[src/design/yhpd_pkg.sv]
// ----------------------------------------------------------------------------
// yhpd_pkg: shared types and constants of the yaw heading-hold controller
// Holds the stream item layout, the register map, the controller state codes
// and the fixed constants of the heading wrap.
// ----------------------------------------------------------------------------
package yhpd_pkg;

  // Stream payload widths
  localparam int IN_TDATA_W  = 104;
  localparam int OUT_TDATA_W = 16;
  localparam int OUT_TUSER_W = 2;
  localparam int CFG_IDX_W   = 3;
  localparam int CFG_DATA_W  = 16;

  // Input item, last field in the lowest bits
  typedef struct packed {
    logic        [15:0] step_time;
    logic signed [18:0] gyro_rate;
    logic signed [16:0] yaw_meas;
    logic signed [15:0] user_rate;
    logic signed [15:0] vel_y;
    logic signed [15:0] vel_x;
  } in_item_t;

  localparam int IN_ITEM_W = $bits(in_item_t);

  // Configuration registers
  typedef struct packed {
    logic [14:0] omega_deadband;
    logic [14:0] move_deadband;
    logic [15:0] gain_p;
    logic [15:0] gain_i;
    logic [15:0] gain_d;
    logic [14:0] integral_limit;
    logic [14:0] output_limit;
  } cfg_t;

  localparam cfg_t CFG_RESET = '{
    omega_deadband: 15'd100,
    move_deadband:  15'd100,
    gain_p:         16'd256,
    gain_i:         16'd64,
    gain_d:         16'd32,
    integral_limit: 15'd3000,
    output_limit:   15'd30000
  };

  // Register indexes
  localparam logic [CFG_IDX_W-1:0] REG_OMEGA_DB  = 3'd0;
  localparam logic [CFG_IDX_W-1:0] REG_MOVE_DB   = 3'd1;
  localparam logic [CFG_IDX_W-1:0] REG_GAIN_P    = 3'd2;
  localparam logic [CFG_IDX_W-1:0] REG_GAIN_I    = 3'd3;
  localparam logic [CFG_IDX_W-1:0] REG_GAIN_D    = 3'd4;
  localparam logic [CFG_IDX_W-1:0] REG_INTEG_LIM = 3'd5;
  localparam logic [CFG_IDX_W-1:0] REG_OUT_LIM   = 3'd6;

  // Result mode codes
  typedef enum logic [1:0] {
    MODE_USER = 2'd0,
    MODE_HOLD = 2'd1,
    MODE_IDLE = 2'd2
  } mode_e;

  // Controller sequence
  typedef enum logic [3:0] {
    ST_IDLE,
    ST_CLASSIFY,
    ST_LOAD,
    ST_RUN,
    ST_POST,
    ST_WRAP,
    ST_SUM,
    ST_CLAMP,
    ST_DONE
  } state_e;

  // Products run on the serial multiplier, in this order
  typedef enum logic [2:0] {
    OP_VX2,
    OP_VY2,
    OP_MD2,
    OP_GI,
    OP_DT,
    OP_GP,
    OP_GD
  } mul_op_e;

  // Serial multiplier geometry
  localparam int MUL_M_W   = 34;
  localparam int MUL_R_W   = 16;
  localparam int MUL_CNT_W = 4;
  localparam int MUL_P_W   = MUL_M_W + 1 + MUL_R_W;

  // Heading wrap, 0.01 degree units
  localparam int ERR_W = 19;
  localparam logic [ERR_W-1:0] WRAP_OFFSET = 19'd144000;
  localparam logic [ERR_W-1:0] TURN        = 19'd36000;
  localparam logic [ERR_W-1:0] HALF_TURN   = 19'd18000;

endpackage

[src/design/yaw_hold_pi_damped.sv]
// ----------------------------------------------------------------------------
// yaw_hold_pi_damped: yaw heading hold with PI control and gyro damping
// Streams one rotation-rate command per input item, computed on a bit-serial
// shift-add multiplier that is shared by all products of the control law.
// ----------------------------------------------------------------------------
// A user rotation above omega_deadband passes straight through (mode 0) and
// releases the hold. Otherwise translation with vel_x^2 + vel_y^2 above
// move_deadband^2 engages the hold (mode 1): the yaw of the first hold item
// becomes the target, and the output is a Q8.8 PI law on the heading error,
// wrapped to half a turn, minus gyro damping, with the integral clamped to
// +-integral_limit and the output to +-output_limit. With neither, the output
// is zero (mode 2) and the hold is cleared. Items are taken one at a time;
// the pace is set by the serial multiplier, which forms one product bit per
// cycle and runs seven products of a 16-bit multiplier in turn (three for
// the translation test, four for the control law), each framed by a load and
// a post step; an idle item runs the first three only, a pass-through item
// none. A finished result sits in an output register, so the next item is
// taken while it waits. Configuration writes are taken in any cycle; write only
// between items.
// ----------------------------------------------------------------------------
module yaw_hold_pi_damped (
  input  logic                               clk_i,
  input  logic                               rst_ni,
  // input items
  input  logic                               s_axis_tvalid,
  output logic                               s_axis_tready,
  // vel_x[15:0], vel_y[31:16], user_rate[47:32], yaw_meas[64:48],
  // gyro_rate[83:65], step_time[99:84], zero pad[103:100]
  input  logic [yhpd_pkg::IN_TDATA_W-1:0]    s_axis_tdata,
  // results
  output logic                               m_axis_tvalid,
  input  logic                               m_axis_tready,
  // rate_out[15:0]
  output logic [yhpd_pkg::OUT_TDATA_W-1:0]   m_axis_tdata,
  // mode[1:0]
  output logic [yhpd_pkg::OUT_TUSER_W-1:0]   m_axis_tuser,
  // register writes
  input  logic                               cfg_valid_i,
  output logic                               cfg_ready_o,
  input  logic [yhpd_pkg::CFG_IDX_W-1:0]     cfg_index_i,
  input  logic [yhpd_pkg::CFG_DATA_W-1:0]    cfg_data_i
);
  import yhpd_pkg::*;

  localparam logic [MUL_CNT_W-1:0] MUL_LAST   = MUL_CNT_W'(MUL_R_W - 1);
  localparam logic [2:0]           WRAP_FIRST = 3'd0;
  localparam logic [2:0]           WRAP_LAST  = 3'd4;
  localparam logic signed [52:0]   ROUND_HALF = 53'sd8388608;

  // --------------------------------------------------------------------------
  // Registers
  // --------------------------------------------------------------------------
  state_e                      state_q, state_d;
  mul_op_e                     op_q, op_d;
  cfg_t                        cfg_q, cfg_d;
  in_item_t                    item_q, item_d;

  // controller state carried between items
  logic                        hold_q, hold_d;
  logic signed [16:0]          target_q, target_d;
  logic signed [39:0]          integ_q, integ_d;

  // serial multiplier: multiplicand, upper partial sum, multiplier shift line
  logic signed [MUL_M_W-1:0]   mul_m_q, mul_m_d;
  logic signed [MUL_M_W:0]     mul_hi_q, mul_hi_d;
  logic        [MUL_R_W-1:0]   mul_lo_q, mul_lo_d;
  logic        [MUL_CNT_W-1:0] cnt_q, cnt_d;

  // intermediate results
  logic        [31:0]          sq_q, sq_d;
  logic signed [31:0]          t1_q, t1_d;
  logic signed [35:0]          pd_q, pd_d;
  logic        [ERR_W-1:0]     err_q, err_d;
  logic        [ERR_W-1:0]     mod_q, mod_d;
  logic        [2:0]           wrap_q, wrap_d;
  logic signed [28:0]          rate_full_q, rate_full_d;
  logic        [15:0]          res_rate_q, res_rate_d;
  mode_e                       res_mode_q, res_mode_d;

  // output register
  logic                        out_valid_q, out_valid_d;
  logic        [15:0]          out_rate_q, out_rate_d;
  mode_e                       out_mode_q, out_mode_d;

  // --------------------------------------------------------------------------
  // Shared combinational terms
  // --------------------------------------------------------------------------
  logic                        in_fire;
  logic                        out_free;
  logic signed [16:0]          ur_ext, vx_ext, vy_ext;
  logic        [16:0]          mag_u, abs_vx, abs_vy;
  logic                        is_user;
  logic signed [MUL_M_W-1:0]   m_sel;
  logic        [MUL_R_W-1:0]   r_sel;
  logic signed [MUL_M_W:0]     mul_sum;
  logic signed [MUL_P_W-1:0]   prod;
  logic                        is_moving;
  logic signed [ERR_W-1:0]     err_s;
  logic signed [19:0]          diff;
  logic signed [47:0]          integ_sum, ilim, integ_sel;
  logic signed [52:0]          sum_full;
  logic signed [28:0]          olim, rate_clamp;

  assign in_fire  = s_axis_tvalid && s_axis_tready;
  assign out_free = !out_valid_q || m_axis_tready;

  // magnitudes; the most negative value maps onto its positive magnitude
  assign ur_ext  = 17'(item_q.user_rate);
  assign vx_ext  = 17'(item_q.vel_x);
  assign vy_ext  = 17'(item_q.vel_y);
  assign mag_u   = item_q.user_rate[15] ? -ur_ext : ur_ext;
  assign abs_vx  = item_q.vel_x[15] ? -vx_ext : vx_ext;
  assign abs_vy  = item_q.vel_y[15] ? -vy_ext : vy_ext;
  assign is_user = mag_u > {2'b00, cfg_q.omega_deadband};

  assign err_s = $signed(err_q);

  // operand select for the next product
  always_comb begin
    unique case (op_q)
      OP_VX2: begin
        m_sel = MUL_M_W'(abs_vx);
        r_sel = abs_vx[MUL_R_W-1:0];
      end
      OP_VY2: begin
        m_sel = MUL_M_W'(abs_vy);
        r_sel = abs_vy[MUL_R_W-1:0];
      end
      OP_MD2: begin
        m_sel = MUL_M_W'(cfg_q.move_deadband);
        r_sel = MUL_R_W'(cfg_q.move_deadband);
      end
      OP_GI: begin
        m_sel = MUL_M_W'(err_s);
        r_sel = cfg_q.gain_i;
      end
      OP_DT: begin
        m_sel = MUL_M_W'(t1_q);
        r_sel = item_q.step_time;
      end
      OP_GP: begin
        m_sel = MUL_M_W'(err_s);
        r_sel = cfg_q.gain_p;
      end
      OP_GD: begin
        m_sel = MUL_M_W'(item_q.gyro_rate);
        r_sel = cfg_q.gain_d;
      end
      default: begin
        m_sel = '0;
        r_sel = '0;
      end
    endcase
  end

  // one multiplier bit per cycle: add the multiplicand, then shift right
  assign mul_sum = mul_hi_q + (mul_lo_q[0] ? (MUL_M_W + 1)'(mul_m_q) : '0);
  assign prod    = $signed({mul_hi_q, mul_lo_q});

  // translation test against the squared deadband
  assign is_moving = sq_q > prod[31:0];

  // heading error before reduction, always positive
  assign diff = 20'(target_q) - 20'(item_q.yaw_meas) + 20'($signed(WRAP_OFFSET));

  // integral update and clamp at scale 2^-24
  assign integ_sum = 48'(integ_q) + $signed(prod[47:0]);
  assign ilim      = 48'({cfg_q.integral_limit, 24'd0});
  always_comb begin
    if (integ_sum > ilim) begin
      integ_sel = ilim;
    end else if (integ_sum < -ilim) begin
      integ_sel = -ilim;
    end else begin
      integ_sel = integ_sum;
    end
  end

  // P minus D at scale 2^-8 lifted to 2^-24, plus I, plus half an LSB
  assign sum_full = (53'(pd_q) <<< 16) + 53'(integ_q) + ROUND_HALF;

  assign olim = $signed(29'(cfg_q.output_limit));
  always_comb begin
    if (rate_full_q > olim) begin
      rate_clamp = olim;
    end else if (rate_full_q < -olim) begin
      rate_clamp = -olim;
    end else begin
      rate_clamp = rate_full_q;
    end
  end

  // --------------------------------------------------------------------------
  // Configuration writes
  // --------------------------------------------------------------------------
  always_comb begin
    cfg_d = cfg_q;
    if (cfg_valid_i) begin
      unique case (cfg_index_i)
        REG_OMEGA_DB:  cfg_d.omega_deadband = cfg_data_i[14:0];
        REG_MOVE_DB:   cfg_d.move_deadband  = cfg_data_i[14:0];
        REG_GAIN_P:    cfg_d.gain_p         = cfg_data_i;
        REG_GAIN_I:    cfg_d.gain_i         = cfg_data_i;
        REG_GAIN_D:    cfg_d.gain_d         = cfg_data_i;
        REG_INTEG_LIM: cfg_d.integral_limit = cfg_data_i[14:0];
        REG_OUT_LIM:   cfg_d.output_limit   = cfg_data_i[14:0];
        default:       ; // drop writes beyond the register map
      endcase
    end
  end

  // --------------------------------------------------------------------------
  // Next state
  // --------------------------------------------------------------------------
  always_comb begin
    state_d = state_q;
    unique case (state_q)
      ST_IDLE:     if (s_axis_tvalid) state_d = ST_CLASSIFY;
      ST_CLASSIFY: state_d = is_user ? ST_DONE : ST_LOAD;
      ST_LOAD:     state_d = ST_RUN;
      ST_RUN:      if (cnt_q == MUL_LAST) state_d = ST_POST;
      ST_POST: begin
        unique case (op_q)
          OP_MD2:  state_d = is_moving ? ST_WRAP : ST_DONE;
          OP_GD:   state_d = ST_SUM;
          default: state_d = ST_LOAD;
        endcase
      end
      ST_WRAP:     if (wrap_q == WRAP_LAST) state_d = ST_LOAD;
      ST_SUM:      state_d = ST_CLAMP;
      ST_CLAMP:    state_d = ST_DONE;
      ST_DONE:     if (out_free) state_d = ST_IDLE;
      default:     state_d = ST_IDLE;
    endcase
  end

  // --------------------------------------------------------------------------
  // Datapath and state updates per step
  // --------------------------------------------------------------------------
  always_comb begin
    op_d        = op_q;
    item_d      = item_q;
    hold_d      = hold_q;
    target_d    = target_q;
    integ_d     = integ_q;
    mul_m_d     = mul_m_q;
    mul_hi_d    = mul_hi_q;
    mul_lo_d    = mul_lo_q;
    cnt_d       = cnt_q;
    sq_d        = sq_q;
    t1_d        = t1_q;
    pd_d        = pd_q;
    err_d       = err_q;
    mod_d       = mod_q;
    wrap_d      = wrap_q;
    rate_full_d = rate_full_q;
    res_rate_d  = res_rate_q;
    res_mode_d  = res_mode_q;
    out_rate_d  = out_rate_q;
    out_mode_d  = out_mode_q;

    // drop the result once the downstream side has taken it
    out_valid_d = out_valid_q && !m_axis_tready;

    unique case (state_q)
      ST_IDLE: begin
        if (in_fire) begin
          item_d = in_item_t'(s_axis_tdata[IN_ITEM_W-1:0]);
        end
      end

      ST_CLASSIFY: begin
        if (is_user) begin
          // pass the user command through and release the hold
          hold_d     = 1'b0;
          integ_d    = '0;
          res_rate_d = item_q.user_rate;
          res_mode_d = MODE_USER;
        end else begin
          op_d = OP_VX2;
        end
      end

      ST_LOAD: begin
        mul_m_d  = m_sel;
        mul_hi_d = '0;
        mul_lo_d = r_sel;
        cnt_d    = '0;
      end

      ST_RUN: begin
        mul_hi_d = mul_sum >>> 1;
        mul_lo_d = {mul_sum[0], mul_lo_q[MUL_R_W-1:1]};
        cnt_d    = cnt_q + 1'b1;
      end

      ST_POST: begin
        unique case (op_q)
          OP_VX2: begin
            sq_d = prod[31:0];
            op_d = OP_VY2;
          end
          OP_VY2: begin
            sq_d = sq_q + prod[31:0];
            op_d = OP_MD2;
          end
          OP_MD2: begin
            if (is_moving) begin
              // capture the heading once on engagement
              if (!hold_q) begin
                hold_d   = 1'b1;
                target_d = item_q.yaw_meas;
                integ_d  = '0;
              end
              wrap_d = WRAP_FIRST;
            end else begin
              hold_d     = 1'b0;
              integ_d    = '0;
              res_rate_d = '0;
              res_mode_d = MODE_IDLE;
            end
          end
          OP_GI: begin
            t1_d = $signed(prod[31:0]);
            op_d = OP_DT;
          end
          OP_DT: begin
            integ_d = integ_sel[39:0];
            op_d    = OP_GP;
          end
          OP_GP: begin
            pd_d = $signed(prod[35:0]);
            op_d = OP_GD;
          end
          OP_GD: begin
            pd_d = pd_q - $signed(prod[35:0]);
          end
          default: ;
        endcase
      end

      ST_WRAP: begin
        // reduce modulo one turn by restoring subtraction of 4, 2, 1 turns,
        // then center onto half a turn
        wrap_d = wrap_q + 1'b1;
        if (wrap_q == WRAP_FIRST) begin
          err_d = diff[ERR_W-1:0];
          mod_d = WRAP_OFFSET;
        end else if (wrap_q == WRAP_LAST) begin
          if (err_q > HALF_TURN) begin
            err_d = err_q - TURN;
          end
          op_d = OP_GI;
        end else begin
          if (err_q >= mod_q) begin
            err_d = err_q - mod_q;
          end
          mod_d = mod_q >> 1;
        end
      end

      ST_SUM: begin
        // floor of the biased sum gives round to nearest, ties up
        rate_full_d = sum_full[52:24];
      end

      ST_CLAMP: begin
        res_rate_d = rate_clamp[15:0];
        res_mode_d = MODE_HOLD;
      end

      ST_DONE: begin
        if (out_free) begin
          out_valid_d = 1'b1;
          out_rate_d  = res_rate_q;
          out_mode_d  = res_mode_q;
        end
      end

      default: ;
    endcase
  end

  // --------------------------------------------------------------------------
  // Control registers
  // --------------------------------------------------------------------------
  always_ff @(posedge clk_i or negedge rst_ni) begin
    if (!rst_ni) begin
      state_q     <= ST_IDLE;
      cfg_q       <= CFG_RESET;
      hold_q      <= 1'b0;
      target_q    <= '0;
      integ_q     <= '0;
      out_valid_q <= 1'b0;
    end else begin
      state_q     <= state_d;
      cfg_q       <= cfg_d;
      hold_q      <= hold_d;
      target_q    <= target_d;
      integ_q     <= integ_d;
      out_valid_q <= out_valid_d;
    end
  end

  // --------------------------------------------------------------------------
  // Payload registers
  // --------------------------------------------------------------------------
  always_ff @(posedge clk_i) begin
    op_q        <= op_d;
    item_q      <= item_d;
    mul_m_q     <= mul_m_d;
    mul_hi_q    <= mul_hi_d;
    mul_lo_q    <= mul_lo_d;
    cnt_q       <= cnt_d;
    sq_q        <= sq_d;
    t1_q        <= t1_d;
    pd_q        <= pd_d;
    err_q       <= err_d;
    mod_q       <= mod_d;
    wrap_q      <= wrap_d;
    rate_full_q <= rate_full_d;
    res_rate_q  <= res_rate_d;
    res_mode_q  <= res_mode_d;
    out_rate_q  <= out_rate_d;
    out_mode_q  <= out_mode_d;
  end

  // --------------------------------------------------------------------------
  // Ports
  // --------------------------------------------------------------------------
  assign s_axis_tready = (state_q == ST_IDLE);
  assign cfg_ready_o   = 1'b1;
  assign m_axis_tvalid = out_valid_q;
  assign m_axis_tdata  = out_rate_q;
  assign m_axis_tuser  = out_mode_q;

endmodule

[config.mk]
export PLATFORM = sky130hd
export DESIGN_NAME = yaw_hold_pi_damped
export DESIGN_NICKNAME = d
export VERILOG_FILES = /design/src/design/yhpd_pkg.sv /design/src/design/yaw_hold_pi_damped.sv
export SDC_FILE = /design/constraint.sdc
export NUM_CORES = 2
export LEC_CHECK = 0
export ABC_AREA = 1
export BUFFER_PORTS_ARGS = -buffer_cell sky130_fd_sc_hd__buf_2
export CAP_MARGIN = 30
export CORE_MARGIN = 3
export CORE_UTILIZATION = 64
export DETAILED_ROUTE_END_ITERATION = 8
export GPL_ROUTABILITY_DRIVEN = 0
export GPL_TIMING_DRIVEN = 1
export HOLD_SLACK_MARGIN = 0.05
export PLACE_DENSITY = 0.82
export SYNTH_ARGS = -nofsm -noshare
export SYNTH_HDL_FRONTEND = slang
export SYNTH_SLANG_ARGS = --single-unit
[constraint.sdc]
create_clock -name clk_i -period 9.46 [get_ports clk_i]
set_input_delay 0.946 -clock clk_i [delete_from_list [all_inputs] [get_ports clk_i]]
set_output_delay 0.946 -clock clk_i [all_outputs]
set_load 0.05 [all_outputs]
==> results.py <==
metrics = {
    "status": {
        "outcome": "completed",
    },
    "cells_and_area": {
        "area_growth_pct": 9.47,
        "utilization_pct": 71.6,
        "final_area_um2": 43700,
        "layout-drive-gt1-share_pct": 7.27,
        "fin_nets": 5662,
    },
    "worst_setup_path": {
        "cp-start-kind": "flip-flop",
        "r2r_setup_slack_ns": 3.24,
        "critPathRequiredTime_ns": 10.02,
        "cp-end-kind": "flip-flop",
        "cp_slowest_cell": "buf_4",
        "crit_buf_inv": 3,
        "critical_path_class": "reg -> reg",
        "reg2reg_from": "mul_lo_q[0]",
        "path_max_fanout": 39,
        "slowest_delay_ns": 0.44,
        "cpMostUsedCell": "nand2_1",
        "rr_worst_depth": 35,
        "arrival_ns": 6.78,
        "cp_top_family": "simple AND/OR/NAND/NOR gates",
        "r2r_end": "integ_q[3]",
    },
    "die": {
        "core_um2": 61000,
        "io_pins": 149,
        "initial_core_util_pct": 65.4,
        "die_h_um": 256,
        "die_area_um2": 65400,
        "die_w_um": 256,
        "rows": 90,
    },
    "cts": {
        "cts-root-buf": "clkbuf_16",
        "cts_tree": "done",
        "clk_pin_slew_worst_paths_ns": 0.06,
        "cts_sinks": 565,
        "clock_path_buffers": 3,
        "htreeDepth": 2,
        "cts_buffers": 60,
        "cts-hold-fix-buffers": 0,
        "ctsResizeCount": 0,
        "insertion_delay_ns": 0.65,
        "post_cts_buffers": 0,
    },
    "routing": {
        "viasPerCell": 6.04,
        "drc": 0,
        "drtIter0Drc": 4487,
        "drt.antenna.violating_nets": 0,
        "firstDrtPassIters": 8,
        "via_count": 36278,
        "wirelength_um": 117000,
        "wl_per_cell_um": 19.4,
    },
    "grt": {
        "grt_pass1_vias": 33866,
        "grt_first_pass_wirelength_um": 180000,
        "antenna_found_initial": 7,
        "grt_max_degree": 80,
        "overflow": 0,
        "grt_util_all_layers_pct": 34.6,
    },
    "worst_hold_path": {
        "hp-class": "in -> async",
    },
    "sta": {
        "rsz0062_at_grt": "no",
        "fin_worst_skew_ns": 0.0264,
        "final-setup-viol-count": 0,
        "period_minus_slack_ns": 6.22,
        "drv_slew": 0,
        "min_period_over_period_pct": 65.8,
        "max_freq_ghz": 0.161,
        "maxSlewHeadroom_pct": 32.4,
        "tightestPinTransition_ns": 1.01,
        "hold_violations": 0,
        "tns_ns": 0,
    },
    "yosys": {
        "synth_nets": 5523,
        "ys_types": 66,
        "ys_warn_count": 0,
        "yosysMostFrequentCell": "nand2_1",
        "async_flop_share_pct": 30.3,
        "synth.cell_area_um2": 39900,
        "ys_top_cells_by_count": "nand2_1, inv_1, o21ai_0",
        "synth.area.top_cells": "edfxtp_1, ha_1, nand2_1",
        "synth_top_flop_cell": "edfxtp_1",
        "synth_top_area_cell": "edfxtp_1",
        "synth_edf_count": 394,
        "avgSynthCellArea_um2": 8.01,
        "synthCells": 4982,
        "yosysSeqAreaShare_pct": 40.4,
        "ys_ff_latch": 565,
        "synth_top_area_share_pct": 29.7,
    },
    "flow_run": {
        "drv_cap": 0,
    },
    "power": {
        "irDropWorstVdd_mv": 0.178,
        "leakage_nw": 20.8,
        "p_total_w": 0.00943,
        "powerDensity_nw_per_um2": 216,
    },
    "place": {
        "dpl.hpwl_um": 88900,
        "io_buffers": 143,
        "place_area_um2": 41600,
    },
}
[registers in the layout, summed over array words and instances, names as in the netlist, 4 cells and up]
signal and flops:
res_rate_q 16, sq_q 32, cnt_q 4, err_q 19
rate_full_q 29, m_axis_tdata 16, item_q 100, target_q 17
integ_q 40, cfg_q 108, mod_q 18, state_q 4
mul_lo_q 16, t1_q 32, pd_q 36, mul_m_q 32
mul_hi_q 34
[how the worst max path moves through the flow]
stage,startpoint,to,cells after the start
finish,mul_lo_q[0],integ_q[3],35
global route,mul_lo_q[0],integ_q[7],35
CTS,mul_lo_q[0],integ_q[3],35
detailed placement,mul_lo_q[0],integ_q[7],35
global placement,mul_lo_q[0],integ_q[4],35
floorplan,s_axis_tvalid,item_q[0],2
[cells by family (layout without fill, tap and decap cells)]
| group | Yosys count | in the layout | synth area share, % |
|---|---|---|---|
| compound gates | 1062 | 1062 | 14.8 |
| fa+ha+maj | 413 | 413 | 13.1 |
| flops | 565 | 565 | 40.4 |
| xor+xnor | 142 | 142 | 3.18 |
| other cells | 1 | 6 | 0.00940 |
| simple gates | 2042 | 2042 | 21.2 |
| mux | 5 | 5 | 0.141 |
| buf+inv | 752 | 942 | 7.18 |
[metal layers]
layer  GRT usage, %  share of wire (%)  vias up  routed length [µm]
li1               -                  -    17169                   -
met1           45.2                 39    16820               45400
met2           55.3                 45     1920               52200
met3           7.02                 11      365               12400
met4           17.2                5.6        4                6540
met5              0              0.027        -                  31
[stage by stage]
| stage | hold slack (ns) | std cells | setup slack [ns] |
|---|---|---|---|
| 2_1_floorplan | 0.400 | 4982 | 1.04 |
| 3_3_place_gp | 0.402 | 5883 | 3.60 |
| 3_5_place_dp | 0.405 | 5885 | 3.49 |
| 4_1_cts | 0.215 | 5998 | 3.45 |
| 5_1_grt | 0.234 | 6004 | 2.90 |
| 6_report | 0.214 | 6005 | 3.24 |
[cell type report]
| type | instances | area, µm² |
|---|---|---|
| repair buffers | 180 | 1050 |
| fillers | 4745 | 17400 |
| flip-flops and latches | 565 | 16100 |
| clock buffers | 84 | 1790 |
| diodes | 5 | 12.5 |
| clock inverters | 29 | 239 |
| inverters | 649 | 2440 |
| multi-input cells | 3665 | 21000 |
| well taps | 828 | 1040 |
[where the power goes]
part           switching (W)  leakage, nW  internal (W)
Clock                0.00103        0.999       0.00138
Sequential          0.000337         5.80       0.00320
Combinational        0.00239         14.0       0.00109
Total                0.00375         20.8       0.00567
[cell usage in the layout (no fill, tap or decap), types with 10 or more instances in the layout]
| cell | n |
|---|---|
| nor3_1 | 62 |
| clkinv_1 | 17 |
| nor4_1 | 14 |
| dfstp_2 | 23 |
| o21a_1 | 24 |
| o211ai_1 | 26 |
| xnor2_1 | 42 |
| buf_4 | 33 |
| nand3_1 | 235 |
| nor2_2 | 10 |
| nand3_2 | 11 |
| a221oi_1 | 19 |
| buf_2 | 142 |
| a211oi_1 | 11 |
| ha_1 | 407 |
| edfxtp_1 | 394 |
| o21ai_0 | 431 |
| nor2_1 | 401 |
| a21boi_0 | 11 |
| nand4_1 | 59 |
| clkbuf_16 | 65 |
| nand3b_1 | 17 |
| o21ai_1 | 16 |
| dfrtp_1 | 148 |
| a21o_1 | 19 |
| nand2_1 | 1196 |
| xor2_1 | 98 |
| a31oi_1 | 19 |
| o21bai_1 | 17 |
| or2_2 | 16 |
| a21oi_1 | 408 |
| inv_1 | 628 |
| inv_2 | 11 |
(Power assumes the default switching activity.)
